--- config.mk ---
export PLATFORM = sky130hd
export DESIGN_NAME = shared_exclusive_lease_table_flat
export DESIGN_NICKNAME = d
export VERILOG_FILES = /design/src/rtl/core/selt_pkg.sv /design/src/rtl/core/selt_req_if.sv /design/src/rtl/core/selt_rsp_if.sv /design/src/rtl/core/selt_ram.sv /design/src/rtl/core/selt_scan.sv /design/src/rtl/core/shared_exclusive_lease_table.sv /design/src/flat_wrapper.sv
export SDC_FILE = /design/constraint.sdc
export NUM_CORES = 2
export LEC_CHECK = 0
export ABC_AREA = 0
export CAP_MARGIN = 20
export CORE_ASPECT_RATIO = 0.6
export CORE_MARGIN = 10
export CORE_UTILIZATION = 40
export CTS_BUF_LIST = sky130_fd_sc_hd__clkbuf_4 sky130_fd_sc_hd__clkbuf_8
export CTS_CLUSTER_SIZE = 10
export DETAILED_ROUTE_END_ITERATION = 10
export DONT_BUFFER_PORTS = 1
export SLEW_MARGIN = 20
export SYNTH_ARGS = -nofsm -noshare
export SYNTH_HDL_FRONTEND = slang
export SYNTH_SLANG_ARGS = --single-unit
--- constraint.sdc ---
create_clock -name clk -period 5.61 [get_ports clk]
set_input_delay 1.122 -clock clk [delete_from_list [all_inputs] [get_ports clk]]
set_output_delay 1.122 -clock clk [all_outputs]
set_load 0.005 [all_outputs]
--- src/rtl/core/selt_pkg.sv ---
package selt_pkg;

	localparam int TABLE_DEPTH = 64;
	localparam int ID_BITS     = 16;
	localparam int AW          = $clog2(TABLE_DEPTH);
	localparam int CW          = $clog2(TABLE_DEPTH + 1);
	localparam int COUNT_BITS  = 7;

	localparam logic [2:0] ACT_ACQUIRE   = 3'd0;
	localparam logic [2:0] ACT_RELEASE   = 3'd1;
	localparam logic [2:0] ACT_REL_OWNER = 3'd2;
	localparam logic [2:0] ACT_QUERY     = 3'd3;
	localparam logic [2:0] ACT_COUNT     = 3'd4;

	localparam logic [2:0] ST_GRANTED   = 3'd0;
	localparam logic [2:0] ST_INVALID   = 3'd1;
	localparam logic [2:0] ST_DUPLICATE = 3'd2;
	localparam logic [2:0] ST_CONFLICT  = 3'd3;
	localparam logic [2:0] ST_RELEASED  = 3'd4;
	localparam logic [2:0] ST_NOT_FOUND = 3'd5;
	localparam logic [2:0] ST_FULL      = 3'd6;
	localparam logic [2:0] ST_DONE      = 3'd7;

	typedef struct packed {
		logic [ID_BITS-1:0] lease;
		logic [ID_BITS-1:0] owner;
		logic [ID_BITS-1:0] resource;
		logic               excl;
		logic               active;
	} entry_t;

	typedef struct packed {
		logic [2:0]         action;
		logic [ID_BITS-1:0] lease_id;
		logic [ID_BITS-1:0] owner_id;
		logic [ID_BITS-1:0] resource_id;
		logic               exclusive;
		logic               ids_valid;
	} op_t;

	typedef struct packed {
		logic [2:0]            status;
		logic [COUNT_BITS-1:0] count;
		logic                  lease_active;
	} result_t;

	typedef struct packed {
		logic          we;
		logic [AW-1:0] waddr;
		entry_t        wdata;
		logic [AW-1:0] raddr;
	} ram_cmd_t;

	// low bits of a table-sized count, zero-extended when the count is narrow
	function automatic logic [COUNT_BITS-1:0] to_count(input logic [CW-1:0] v);
		logic [63:0] w;
		w = 64'(v);
		return w[COUNT_BITS-1:0];
	endfunction

endpackage

--- src/rtl/core/selt_req_if.sv ---
interface selt_req_if;
	import selt_pkg::*;

	logic               valid;
	logic               ready;
	logic [2:0]         action;
	logic [ID_BITS-1:0] lease_id;
	logic [ID_BITS-1:0] owner_id;
	logic [ID_BITS-1:0] resource_id;
	logic               exclusive;
	logic               ids_valid;

	modport source (
		output valid, action, lease_id, owner_id, resource_id, exclusive, ids_valid,
		input  ready
	);

	modport sink (
		input  valid, action, lease_id, owner_id, resource_id, exclusive, ids_valid,
		output ready
	);

endinterface

--- src/rtl/core/selt_rsp_if.sv ---
interface selt_rsp_if;
	import selt_pkg::*;

	logic                  valid;
	logic                  ready;
	logic [2:0]            status;
	logic [COUNT_BITS-1:0] count;
	logic                  lease_active;

	modport source (
		output valid, status, count, lease_active,
		input  ready
	);

	modport sink (
		input  valid, status, count, lease_active,
		output ready
	);

endinterface

--- src/rtl/core/selt_ram.sv ---
module selt_ram #(
	parameter int WIDTH = 8,
	parameter int DEPTH = 16
) (
	input  logic                     clk,
	input  logic                     we,
	input  logic [$clog2(DEPTH)-1:0] waddr,
	input  logic [WIDTH-1:0]         wdata,
	input  logic [$clog2(DEPTH)-1:0] raddr,
	output logic [WIDTH-1:0]         rdata
);

	logic [WIDTH-1:0] mem [DEPTH];

	always_ff @(posedge clk) begin
		if (we) begin
			mem[waddr] <= wdata;
		end
		rdata <= mem[raddr];
	end

endmodule

--- src/rtl/core/selt_scan.sv ---
module selt_scan (
	input  logic               clk,
	input  logic               arst_n,
	selt_req_if.sink           req,
	input  logic               slot_free,
	output selt_pkg::ram_cmd_t ram_cmd,
	input  selt_pkg::entry_t   rdata,
	output logic               res_valid,
	output selt_pkg::result_t  res
);
	import selt_pkg::*;

	localparam logic [1:0] S_IDLE = 2'd0;
	localparam logic [1:0] S_SCAN = 2'd1;
	localparam logic [1:0] S_FIN  = 2'd2;

	logic [1:0]    state_q;
	op_t           op_q;
	logic [CW-1:0] fill_q;
	logic [CW-1:0] active_q;
	logic [CW-1:0] iss_q;
	logic [CW-1:0] cnt_q;
	logic          v_s1;
	logic [AW-1:0] idx_s1;
	logic          dup_q;
	logic          conf_q;
	logic          hit_q;

	logic take;
	logic issue;
	logic lease_m;
	logic res_m;
	logic rel_wr;
	logic own_wr;
	logic acq_ok;

	assign req.ready = (state_q == S_IDLE);
	assign take      = req.valid && req.ready;
	assign issue     = (iss_q < fill_q);

	// entry idx_s1 is on the read port while the scan runs
	assign lease_m = v_s1 && (rdata.lease == op_q.lease_id);
	assign res_m   = v_s1 && rdata.active && (rdata.resource == op_q.resource_id)
		&& (op_q.exclusive || rdata.excl);
	assign rel_wr  = (state_q == S_SCAN) && (op_q.action == ACT_RELEASE)
		&& lease_m && rdata.active;
	assign own_wr  = (state_q == S_SCAN) && (op_q.action == ACT_REL_OWNER)
		&& op_q.ids_valid && v_s1 && rdata.active && (rdata.owner == op_q.owner_id);
	assign acq_ok  = (op_q.action == ACT_ACQUIRE) && op_q.ids_valid && !dup_q && !conf_q
		&& (fill_q != CW'(TABLE_DEPTH));

	assign res_valid = (state_q == S_FIN) && slot_free;

	always_comb begin
		ram_cmd.raddr = (state_q == S_IDLE) ? '0 : iss_q[AW-1:0];
		if (state_q == S_FIN) begin
			ram_cmd.we           = res_valid && acq_ok;
			ram_cmd.waddr        = fill_q[AW-1:0];
			ram_cmd.wdata.lease    = op_q.lease_id;
			ram_cmd.wdata.owner    = op_q.owner_id;
			ram_cmd.wdata.resource = op_q.resource_id;
			ram_cmd.wdata.excl     = op_q.exclusive;
			ram_cmd.wdata.active   = 1'b1;
		end else begin
			// write-back of the entry just read, with its active bit dropped
			ram_cmd.we           = rel_wr || own_wr;
			ram_cmd.waddr        = idx_s1;
			ram_cmd.wdata        = rdata;
			ram_cmd.wdata.active = 1'b0;
		end
	end

	always_comb begin
		res.status       = ST_INVALID;
		res.count        = '0;
		res.lease_active = 1'b0;
		unique case (op_q.action)
			ACT_ACQUIRE: begin
				priority if (!op_q.ids_valid) begin
					res.status = ST_INVALID;
				end else if (dup_q) begin
					res.status = ST_DUPLICATE;
				end else if (conf_q) begin
					res.status = ST_CONFLICT;
				end else if (fill_q == CW'(TABLE_DEPTH)) begin
					res.status = ST_FULL;
				end else begin
					res.status = ST_GRANTED;
				end
			end
			ACT_RELEASE: begin
				res.status = hit_q ? ST_RELEASED : ST_NOT_FOUND;
			end
			ACT_REL_OWNER: begin
				if (op_q.ids_valid) begin
					res.status = ST_DONE;
					res.count  = to_count(cnt_q);
				end
			end
			ACT_QUERY: begin
				res.status       = ST_DONE;
				res.lease_active = hit_q;
			end
			ACT_COUNT: begin
				res.status = ST_DONE;
				res.count  = to_count(active_q);
			end
			default: begin
				res.status = ST_INVALID;
			end
		endcase
	end

	always_ff @(posedge clk) begin
		if (take) begin
			op_q.action      <= req.action;
			op_q.lease_id    <= req.lease_id;
			op_q.owner_id    <= req.owner_id;
			op_q.resource_id <= req.resource_id;
			op_q.exclusive   <= req.exclusive;
			op_q.ids_valid   <= req.ids_valid;
		end
	end

	always_ff @(posedge clk or negedge arst_n) begin
		if (!arst_n) begin
			state_q  <= S_IDLE;
			fill_q   <= '0;
			active_q <= '0;
			iss_q    <= '0;
			cnt_q    <= '0;
			v_s1     <= 1'b0;
			idx_s1   <= '0;
			dup_q    <= 1'b0;
			conf_q   <= 1'b0;
			hit_q    <= 1'b0;
		end else begin
			unique case (state_q)
				S_IDLE: begin
					if (take) begin
						dup_q  <= 1'b0;
						conf_q <= 1'b0;
						hit_q  <= 1'b0;
						cnt_q  <= '0;
						iss_q  <= CW'(1);
						idx_s1 <= '0;
						v_s1   <= (fill_q != '0);
						state_q <= (req.action <= ACT_QUERY) ? S_SCAN : S_FIN;
					end
				end
				S_SCAN: begin
					v_s1   <= issue;
					idx_s1 <= iss_q[AW-1:0];
					if (issue) begin
						iss_q <= iss_q + CW'(1);
					end
					dup_q  <= dup_q || lease_m;
					conf_q <= conf_q || res_m;
					hit_q  <= hit_q || (lease_m && rdata.active);
					if (rel_wr || own_wr) begin
						active_q <= active_q - CW'(1);
					end
					if (own_wr) begin
						cnt_q <= cnt_q + CW'(1);
					end
					if (!v_s1) begin
						state_q <= S_FIN;
					end
				end
				S_FIN: begin
					if (res_valid) begin
						if (acq_ok) begin
							fill_q   <= fill_q + CW'(1);
							active_q <= active_q + CW'(1);
						end
						state_q <= S_IDLE;
					end
				end
				default: begin
					state_q <= S_IDLE;
				end
			endcase
		end
	end

	a_fill_bound: assert property (@(posedge clk) disable iff (!arst_n)
		fill_q <= CW'(TABLE_DEPTH))
		else $error("fill count beyond table depth");

	a_active_bound: assert property (@(posedge clk) disable iff (!arst_n)
		active_q <= fill_q)
		else $error("active total exceeds fill count");

	a_wb_valid: assert property (@(posedge clk) disable iff (!arst_n)
		(ram_cmd.we && state_q == S_SCAN) |-> (v_s1 && (CW'(idx_s1) < fill_q)))
		else $error("write-back to an entry that was not read");

	a_we_state: assert property (@(posedge clk) disable iff (!arst_n)
		ram_cmd.we |-> (state_q == S_SCAN || state_q == S_FIN))
		else $error("table write outside scan or finish");

	a_fin_leaves: assert property (@(posedge clk) disable iff (!arst_n)
		res_valid |=> (state_q == S_IDLE))
		else $error("result issued without returning to idle");

endmodule

--- src/rtl/core/shared_exclusive_lease_table.sv ---
// channel | dir | handshake        | payload
// req     | in  | valid/ready      | action, lease_id, owner_id, resource_id, exclusive, ids_valid
// rsp     | out | valid/ready      | status, count, lease_active
//
// Each item walks every appended entry through the single read port of the lease
// table, one per cycle, between an accept step and a finish step.
// Count and unknown actions skip the walk.
// Reset clears fill count, active total and control; table contents need no clearing.
// A held result in the output register does not block acceptance; the finish step
// waits only while that register is full and rsp.ready is low.
module shared_exclusive_lease_table (
	input logic        clk,
	input logic        arst_n,
	selt_req_if.sink   req,
	selt_rsp_if.source rsp
);
	import selt_pkg::*;

	ram_cmd_t             ram_cmd;
	logic [$bits(entry_t)-1:0] rdata_raw;
	logic                 res_valid;
	result_t              res;
	logic                 slot_free;
	logic                 out_valid_q;
	result_t              out_q;

	selt_ram #(
		.WIDTH ($bits(entry_t)),
		.DEPTH (TABLE_DEPTH)
	) u_ram (
		.clk   (clk),
		.we    (ram_cmd.we),
		.waddr (ram_cmd.waddr),
		.wdata (ram_cmd.wdata),
		.raddr (ram_cmd.raddr),
		.rdata (rdata_raw)
	);

	selt_scan u_scan (
		.clk       (clk),
		.arst_n    (arst_n),
		.req       (req),
		.slot_free (slot_free),
		.ram_cmd   (ram_cmd),
		.rdata     (entry_t'(rdata_raw)),
		.res_valid (res_valid),
		.res       (res)
	);

	assign slot_free = !out_valid_q || rsp.ready;

	always_ff @(posedge clk or negedge arst_n) begin
		if (!arst_n) begin
			out_valid_q <= 1'b0;
		end else if (res_valid) begin
			out_valid_q <= 1'b1;
		end else if (rsp.ready) begin
			out_valid_q <= 1'b0;
		end
	end

	always_ff @(posedge clk) begin
		if (res_valid) begin
			out_q <= res;
		end
	end

	assign rsp.valid        = out_valid_q;
	assign rsp.status       = out_q.status;
	assign rsp.count        = out_q.count;
	assign rsp.lease_active = out_q.lease_active;

endmodule
--- src/flat_wrapper.sv ---
// flat-port wrapper written by rule: the top's interface ports become plain ports
module shared_exclusive_lease_table_flat import selt_pkg::*;
  (clk, arst_n, req_valid, req_action, req_lease_id, req_owner_id, req_resource_id, req_exclusive, req_ids_valid, req_ready, rsp_valid, rsp_status, rsp_count, rsp_lease_active, rsp_ready);
  selt_req_if req_i ();
  selt_rsp_if rsp_i ();
  input logic clk;
  input logic arst_n;
  input wire logic [$bits(req_i.valid)-1:0] req_valid;
  input wire logic [$bits(req_i.action)-1:0] req_action;
  input wire logic [$bits(req_i.lease_id)-1:0] req_lease_id;
  input wire logic [$bits(req_i.owner_id)-1:0] req_owner_id;
  input wire logic [$bits(req_i.resource_id)-1:0] req_resource_id;
  input wire logic [$bits(req_i.exclusive)-1:0] req_exclusive;
  input wire logic [$bits(req_i.ids_valid)-1:0] req_ids_valid;
  output wire logic [$bits(req_i.ready)-1:0] req_ready;
  output wire logic [$bits(rsp_i.valid)-1:0] rsp_valid;
  output wire logic [$bits(rsp_i.status)-1:0] rsp_status;
  output wire logic [$bits(rsp_i.count)-1:0] rsp_count;
  output wire logic [$bits(rsp_i.lease_active)-1:0] rsp_lease_active;
  input wire logic [$bits(rsp_i.ready)-1:0] rsp_ready;
  assign req_i.valid = req_valid;
  assign req_i.action = req_action;
  assign req_i.lease_id = req_lease_id;
  assign req_i.owner_id = req_owner_id;
  assign req_i.resource_id = req_resource_id;
  assign req_i.exclusive = req_exclusive;
  assign req_i.ids_valid = req_ids_valid;
  assign req_ready = req_i.ready;
  assign rsp_valid = rsp_i.valid;
  assign rsp_status = rsp_i.status;
  assign rsp_count = rsp_i.count;
  assign rsp_lease_active = rsp_i.lease_active;
  assign rsp_i.ready = rsp_ready;
  shared_exclusive_lease_table u_core (.clk(clk), .arst_n(arst_n), .req(req_i), .rsp(rsp_i));
endmodule
* Yosys cells after proc, flatten, opt, wreduce, memory -nomap -nowiden
Memory sizes are Yosys's and may differ from the RTL's. A register that Yosys moved wholly into a read port is not among the register bits. Index checks and enable logic that the tools add are counted.
Operators by class: add/subtract/negate cells 5, magnitude comparators 2, eq/ne operators 18, muxes and demuxes 37, reduce and logical (&&, ||, !) cells 42
Operators with widths (count):
- $mux 57 | 1
- $pmux 7 s2 | 4
- $mux 7 | 7
- $eq 16x16->1 | 3
- $add 7x1->7 const B | 4
- $logic_and 1x1->1 | 20
- $mux 3 | 4
- $mux 6 | 2
- $pmux 3 s4 | 1
- $pmux 6 s2 | 1
- $reduce_and 3->1 | 4
- $mux 10 | 1
- $ne 2x2->1 const B | 5
- $mux 2 | 4
- $pmux 1 s2 | 4
- $eq 7x7->1 const B | 1
- $lt 7x7->1 | 1
- $mux 1 | 7
- $ne 7x7->1 const B | 1
- $reduce_bool 7->1 | 1
- $sub 7x1->7 const B | 1
- $eq 3x2->1 const B | 2
- $logic_or 1x1->1 | 6
- $pmux 2 s3 | 1
- 13 further kinds | 18
Word-level totals: flip-flop bits (word level) 105, RAM bits 3200, input port bits 57, output and inout bits 13, word-level logic and storage cells 125, memories 1
Memory list:
- u_core.u_ram.mem | words 64, bits a word 50, rd ports 1, clocked after Yosys merged registers in 1, write ports 1, line selt_ram.sv:13 | logic [WIDTH-1:0] mem [DEPTH];

* Logic depth before layout (Yosys ltp)
word-level depth 10, depth in mapped cells 12, depth with buffers taken out 9

* Hierarchy
Synthesis repeated with hierarchy kept, for this count alone.
Second synthesis, totals: cell total of the unflattened synthesis 6036, area total of the unflattened synthesis 128719.7 µm²
By module, submodules not included:
- selt_ram | instances 1, cells each 5457, area each 122950.4 µm², sequential area each 97093.1 µm²
- selt_scan | instances 1, cells each 565, area each 5391.4 µm², sequential area each 2592.5 µm²
- shared_exclusive_lease_table | instances 1, cells each 14, area each 377.9 µm², sequential area each 355.3 µm²

* Worst setup path after synthesis
No wires, ideal clock.
kind input-to-reg, from input port rsp_ready, to memory u_core.u_ram.mem[41][0] in the netlist's numbering, enable pin, library setup time 458 ps, data arrival time 4667 ps, data required time 5152 ps, slack 485 ps, stages 8, path buffers 2, path through nand2b_1 > and2_1 > and3_1 > clkbuf_1 > o21bai_1 > buf_4 > o21ai_1 > nor2_1
Between the ends: longest elaborated chain between the ends 6
Ends and longest elaborated chain:
- start: declaration | line flat_wrapper.sv:20 | input wire logic [$bits(rsp_i.ready)-1:0] rsp_ready;
- $logic_or 1x1->1 | line shared_exclusive_lease_table.sv:50 | assign slot_free = !out_valid_q || rsp.ready;
- $logic_and 1x1->1 | line selt_scan.sv:52 | assign res_valid = (state_q == S_FIN) && slot_free;
- net u_core.res_valid | line shared_exclusive_lease_table.sv:21 | logic res_valid;
- $logic_and 1x1->1 | line selt_scan.sv:57 | ram_cmd.we = res_valid && acq_ok;
- $mux 57 | line selt_scan.sv:56 | if (state_q == S_FIN) begin
- $mux 1 | line selt_ram.sv:16 | if (we) begin
- $mux 1 (not written as such) | line selt_ram.sv:17 | mem[waddr] <= wdata;
- end: declaration | line selt_ram.sv:13
The timed path passes the listed nets, and every way through them passes these cells.

* Worst setup path in the final report
from register u_core.u_scan.state_q[1], to output port req_ready
Between the ends: longest elaborated chain between the ends 1
Ends and longest elaborated chain:
- start: declaration | line selt_scan.sv:17 | logic [1:0] state_q;
- start signal: assignment | line selt_scan.sv:148 | state_q <= (req.action <= ACT_QUERY) ? S_SCAN : S_FIN;
- $logic_not 2->1 | line selt_scan.sv:37 | assign req.ready = (state_q == S_IDLE);
- end: declaration | line flat_wrapper.sv:15 | output wire logic [$bits(req_i.ready)-1:0] req_ready;
No other way between the ends.

==> run summary <==
Prior to clock tree synthesis, the placed netlist has a worst setup slack of 1110 ps. The required time of the critical path is 4490 ps. The highest metal layer carrying signal wires in the routed design is met5. For the number of clock buffers inserted by TritonCTS, the log shows 447. Clock tree synthesis selected as its root buffer the cell clkbuf_8.

70 I/O pins were placed. The achievable clock frequency was 0.199 GHz; the number of max-slew violations in the final report was 0. Headroom to the max-slew limit came out at 16.8%. The total area inside the core boundary comes to 0.326 mm². In the routed design, unresolved DRC markers number 0. After floorplanning, the core was divided into 162 placement rows. Summed over all layers, the routed wires come to 439000 µm. The number of buffers added on ports came out at 0. Clock skew on the completed layout was measured at 86.1 ps. The count of vias placed by the detailed router is 83000. Entering global routing, the biggest net connects 133 pins. The gate count of the mapped netlist is 8356. The initial DRC count is 14400, and the adder and majority cell fraction of the synthesized area is 0.158%.

The first-pass GRT wire length was 611000 µm. STA classifies the critical path startpoint as a flop. Summed over all cells, the static leakage comes to 0.0473 µW. Setup repair after global routing left no endpoint under its margin. In this run the vertical extent of the chip is 464 µm. The kind of critical path is flop to output pin. Setup total negative slack on the finished layout was measured at 0 ps. The Yosys step of the flow raised 0 warnings. The startpoint identified for the worst register-to-register timing path is u_core.u_scan.state_q[1].

Total global-route track usage: 23.8%. TritonCTS built the clock tree. The worst hold path belongs to the class primary input to flop. For the number of nets in the final layout, the log shows 8614.

The run gives 76.1% as the share of synthesized area occupied by flip-flops and latches. In this run the cell area of the synthesized design comes to 0.131 mm². The H-tree depth came out at 5. The slowest library cell on the worst path is or2_4. The post-route netlist has 16.9% of its cells at a drive strength greater than 1. The insertion delay of the later-clocked pin in the worst-skew pair was 1090 ps. For the critical path data arrival time, the log shows 3910 ps. The share of async-settable or async-resettable flops after synthesis was 1.22%; the worst voltage drop across the vdd grid was 692 µV. The storage element area is 0.100 mm², and the clock edge transition at the registers on the reported setup and hold paths is 70 ps.

Each instance of the synthesized netlist takes up on average 15.7 µm². Fill cells in the final layout number 28100. Critical path endpoint category: an output pin.

For the distinct cell type count after synthesis, the log shows 87. The starting density of the core is 40.3%, and the area of the die is 0.353 mm². By area, the combinational part of the netlist is dominated by compound AO/OA/AOI/OAI gates.

Startpoint of the tightest hold check path: req_lease_id[3]. In the final layout, the multi-input gates occupy 0.0293 mm². Final hold analysis gives a worst-case slack of 143 ps. Startpoint of the worst setup timing path: u_core.u_scan.state_q[1]. Dividing total power by cell area gives a power density of 522 mW/mm². The maximum fanout count along the critical path was 62. The worst-case setup margin in the final layout was 581 ps; the synthesis-to-finish area growth was 12.2%. Mean routed wirelength per cell: 33.2 µm. After detailed routing, the number of vias per cell comes to 6.27. The share of the clock period used by the worst path after layout came out at 89.7%. The floorplan step set the die width to 760 µm. Setup violations remaining at the end of the flow were counted as 0. The run gives 182000 µm as the wire length on met1.

Summed over all nets, the half-perimeter wirelength after detailed placement is 263000 µm. The run gives 0 as the sum of overflow across all layers after global routing. The number of synthesized flops with an enable pin came out at 3264.

The placer's final routability congestion estimate was 0.894. The flow ran to the end, and the final reports show no timing, DRC or antenna violations. Counting every sink on the clock net gives 3355. The longest individual stage delay on the worst path was 650 ps. The number of optimization iterations in the first detailed-route pass came out at 6.

Walking the worst path, the cells encountered are buf_4, or2_4, inv_8, buf_4, buf_4. The tools report the routed length on met3 as 67300 µm. The initial antenna violation count was 15. The commonest register cell after synthesis is edfxtp_1. The via count of the first global-routing pass was 77200; the share of cell area taken by muxes after synthesis was 4.76%. Summing the areas of all xor and xnor instances in the mapped netlist gives 0.420% of the synthesized area. Max-cap violations in this run came to 0. After layout, the minimum clock period comes to 5030 ps. The length of routed met2 wiring is 176000 µm.

The synthesized netlist devotes 5.90% of its cell area to simple gates. Count of state elements after synthesis: 3355. The final antenna-violating net count came out at 0. The most common cell type on the critical path is buf_4. The final standard cell utilization of the core is 45.2%, and the slew at the pin closest to its max-slew limit is 1250 ps. The longest clock path from root to sink contains 4 buffers. The post-synthesis net count was 8429; the area fraction in compound gates after synthesis was 10.3%.

The final hold violation count came out at 0.
==> path summary, 6_finish.rpt <==
kind | to | slack (ps) | cells past startpoint
max in group asynchronous | u_core.u_scan.iss_q[0] | 4760 | 2
min in group asynchronous | u_core.u_scan.state_q[1] | 590 | 2
setup / recovery | req_ready | 580 | 5
setup reg to reg | u_core.u_ram.rdata[12] | 890 | 8
hold reg to reg | u_core.u_scan.cnt_q[6] | 490 | 1
hold / removal | u_core.u_scan.op_q[37] | 140 | 0
==> worst max-delay path, delay by kind of cell, from the launching register on <==
kind / cells / cell delay [ps]
DFF: 1 / 590
and+or+nand+nor: 1 / 650
buffers and inverters: 4 / 1480
==> layout make-up <==
class / instances / area share (%)
clock buffers: 655 / 5.38
multi-input cells: 4324 / 19.9
flip-flops and latches: 3355 / 67.9
inverters: 71 / 0.194
clock inverters: 144 / 0.542
repair buffers: 342 / 2.44
well taps: 4346 / 3.69
diodes: 6 / 0.0102
==> state kept, by name, indices dropped and copies added, names as in the netlist <==
register	flops
u_core.u_scan.dup_q	1
u_core.u_scan.v_s1	1
u_core.u_ram.rdata	50
u_core.u_ram.mem	3200
u_core.u_scan.op_q	53
u_core.u_scan.iss_q	7
u_core.u_scan.fill_q	7
u_core.u_scan.idx_s1	6
u_core.u_scan.cnt_q	7
u_core.rsp.lease_active	1
u_core.rsp.status	3
u_core.u_scan.state_q	2
u_core.rsp.valid	1
u_core.rsp.count	7
u_core.u_scan.hit_q	1
u_core.u_scan.conf_q	1
u_core.u_scan.active_q	7
==> cell families after synthesis <==
group | Yosys count
and+or+nand+nor | 1825
DFF | 3355
buffers and inverters | 677
AOI/OAI and AO/OA | 1902
muxes | 518
xor gates and xnor gates | 63
adders and majority gates | 16
==> where the power goes <==
| part | internal [µW] | switching, µW |
|---|---|---|
| combinational | 5260 | 18600 |
| sequential | 33500 | 935 |
| clock | 9260 | 9330 |
| total | 48000 | 28900 |
==> synthesized netlist by cell type, types with 18 or more instances <==
| master | number | area [µm²] |
|---|---|---|
| mux4_2 | 63 | 1420 |
| a31oi_1 | 267 | 1670 |
| or3_1 | 38 | 238 |
| a2111oi_0 | 47 | 412 |
| a221o_1 | 23 | 230 |
| a221oi_1 | 29 | 254 |
| and3_1 | 20 | 125 |
| xnor2_1 | 26 | 228 |
| nor2_1 | 502 | 1880 |
| o22ai_1 | 295 | 1850 |
| a21oi_1 | 229 | 1150 |
| mux2i_1 | 232 | 2320 |
| a211o_1 | 71 | 622 |
| buf_4 | 54 | 405 |
| nor3_1 | 218 | 1090 |
| nand3_1 | 58 | 290 |
| o31ai_1 | 89 | 668 |
| xor2_1 | 37 | 324 |
| a211oi_1 | 24 | 180 |
| o21bai_1 | 28 | 210 |
| nand2b_1 | 64 | 400 |
| a32oi_1 | 19 | 166 |
| a2bb2oi_1 | 23 | 201 |
| edfxtp_1 | 3264 | 98000 |
| dfrtp_1 | 41 | 1030 |
| o32ai_1 | 29 | 254 |
| o21a_1 | 30 | 225 |
| dfxtp_1 | 50 | 1000 |
| a2111o_1 | 18 | 203 |
| mux2_2 | 219 | 2470 |
| o211ai_1 | 28 | 210 |
| inv_1 | 68 | 255 |
| o21ai_0 | 201 | 1010 |
| o32a_1 | 22 | 220 |
| nand2_1 | 849 | 3190 |
| buf_1 | 46 | 173 |
| o221ai_1 | 325 | 2850 |
| clkbuf_1 | 246 | 923 |
| a311o_1 | 19 | 190 |
| buf_2 | 256 | 1280 |
==> through the flow <==
stage | area (µm²) | total power, µW | instances
after global routing | 147000 | 78800 | 13200
final | 147000 | 76900 | 13200
after detailed placement | 139000 | 58000 | 12400
after CTS | 147000 | 76300 | 13200
after global placement | 139000 | 57700 | 12400
after floorplan | 131000 | 46400 | 8356
==> routing by layer <==
metal  track usage [%]  vias up
met5                 0        -
met4              7.06        8
met3              8.29      798
met2              31.9     6512
met1              35.9    42200
li1                  -    33500
==> repair_timing <==
item                      4_1_cts  5_1_grt
setup buffers                   0        0
hold endpoints to repair       41        0
resized for setup               0        0
hold buffers                    2        0
==> cell usage in the layout, fill, tap and decap left out, types with 62 or more instances in the layout <==
cell type / instances
mux4_2: 63
buf_12: 81
nor2_1: 433
a211o_1: 71
clkbuf_4: 174
o31ai_1: 89
mux2_2: 219
nand2b_1: 62
inv_1: 66
clkinv_1: 87
clkbuf_8: 481
nor3_1: 218
a31oi_1: 267
o221ai_1: 325
o21ai_0: 198
a21oi_1: 229
o22ai_1: 294
edfxtp_1: 3264
mux2i_1: 232
nor2_4: 67
buf_4: 259
nand2_1: 803
(Power assumes the default switching activity.)
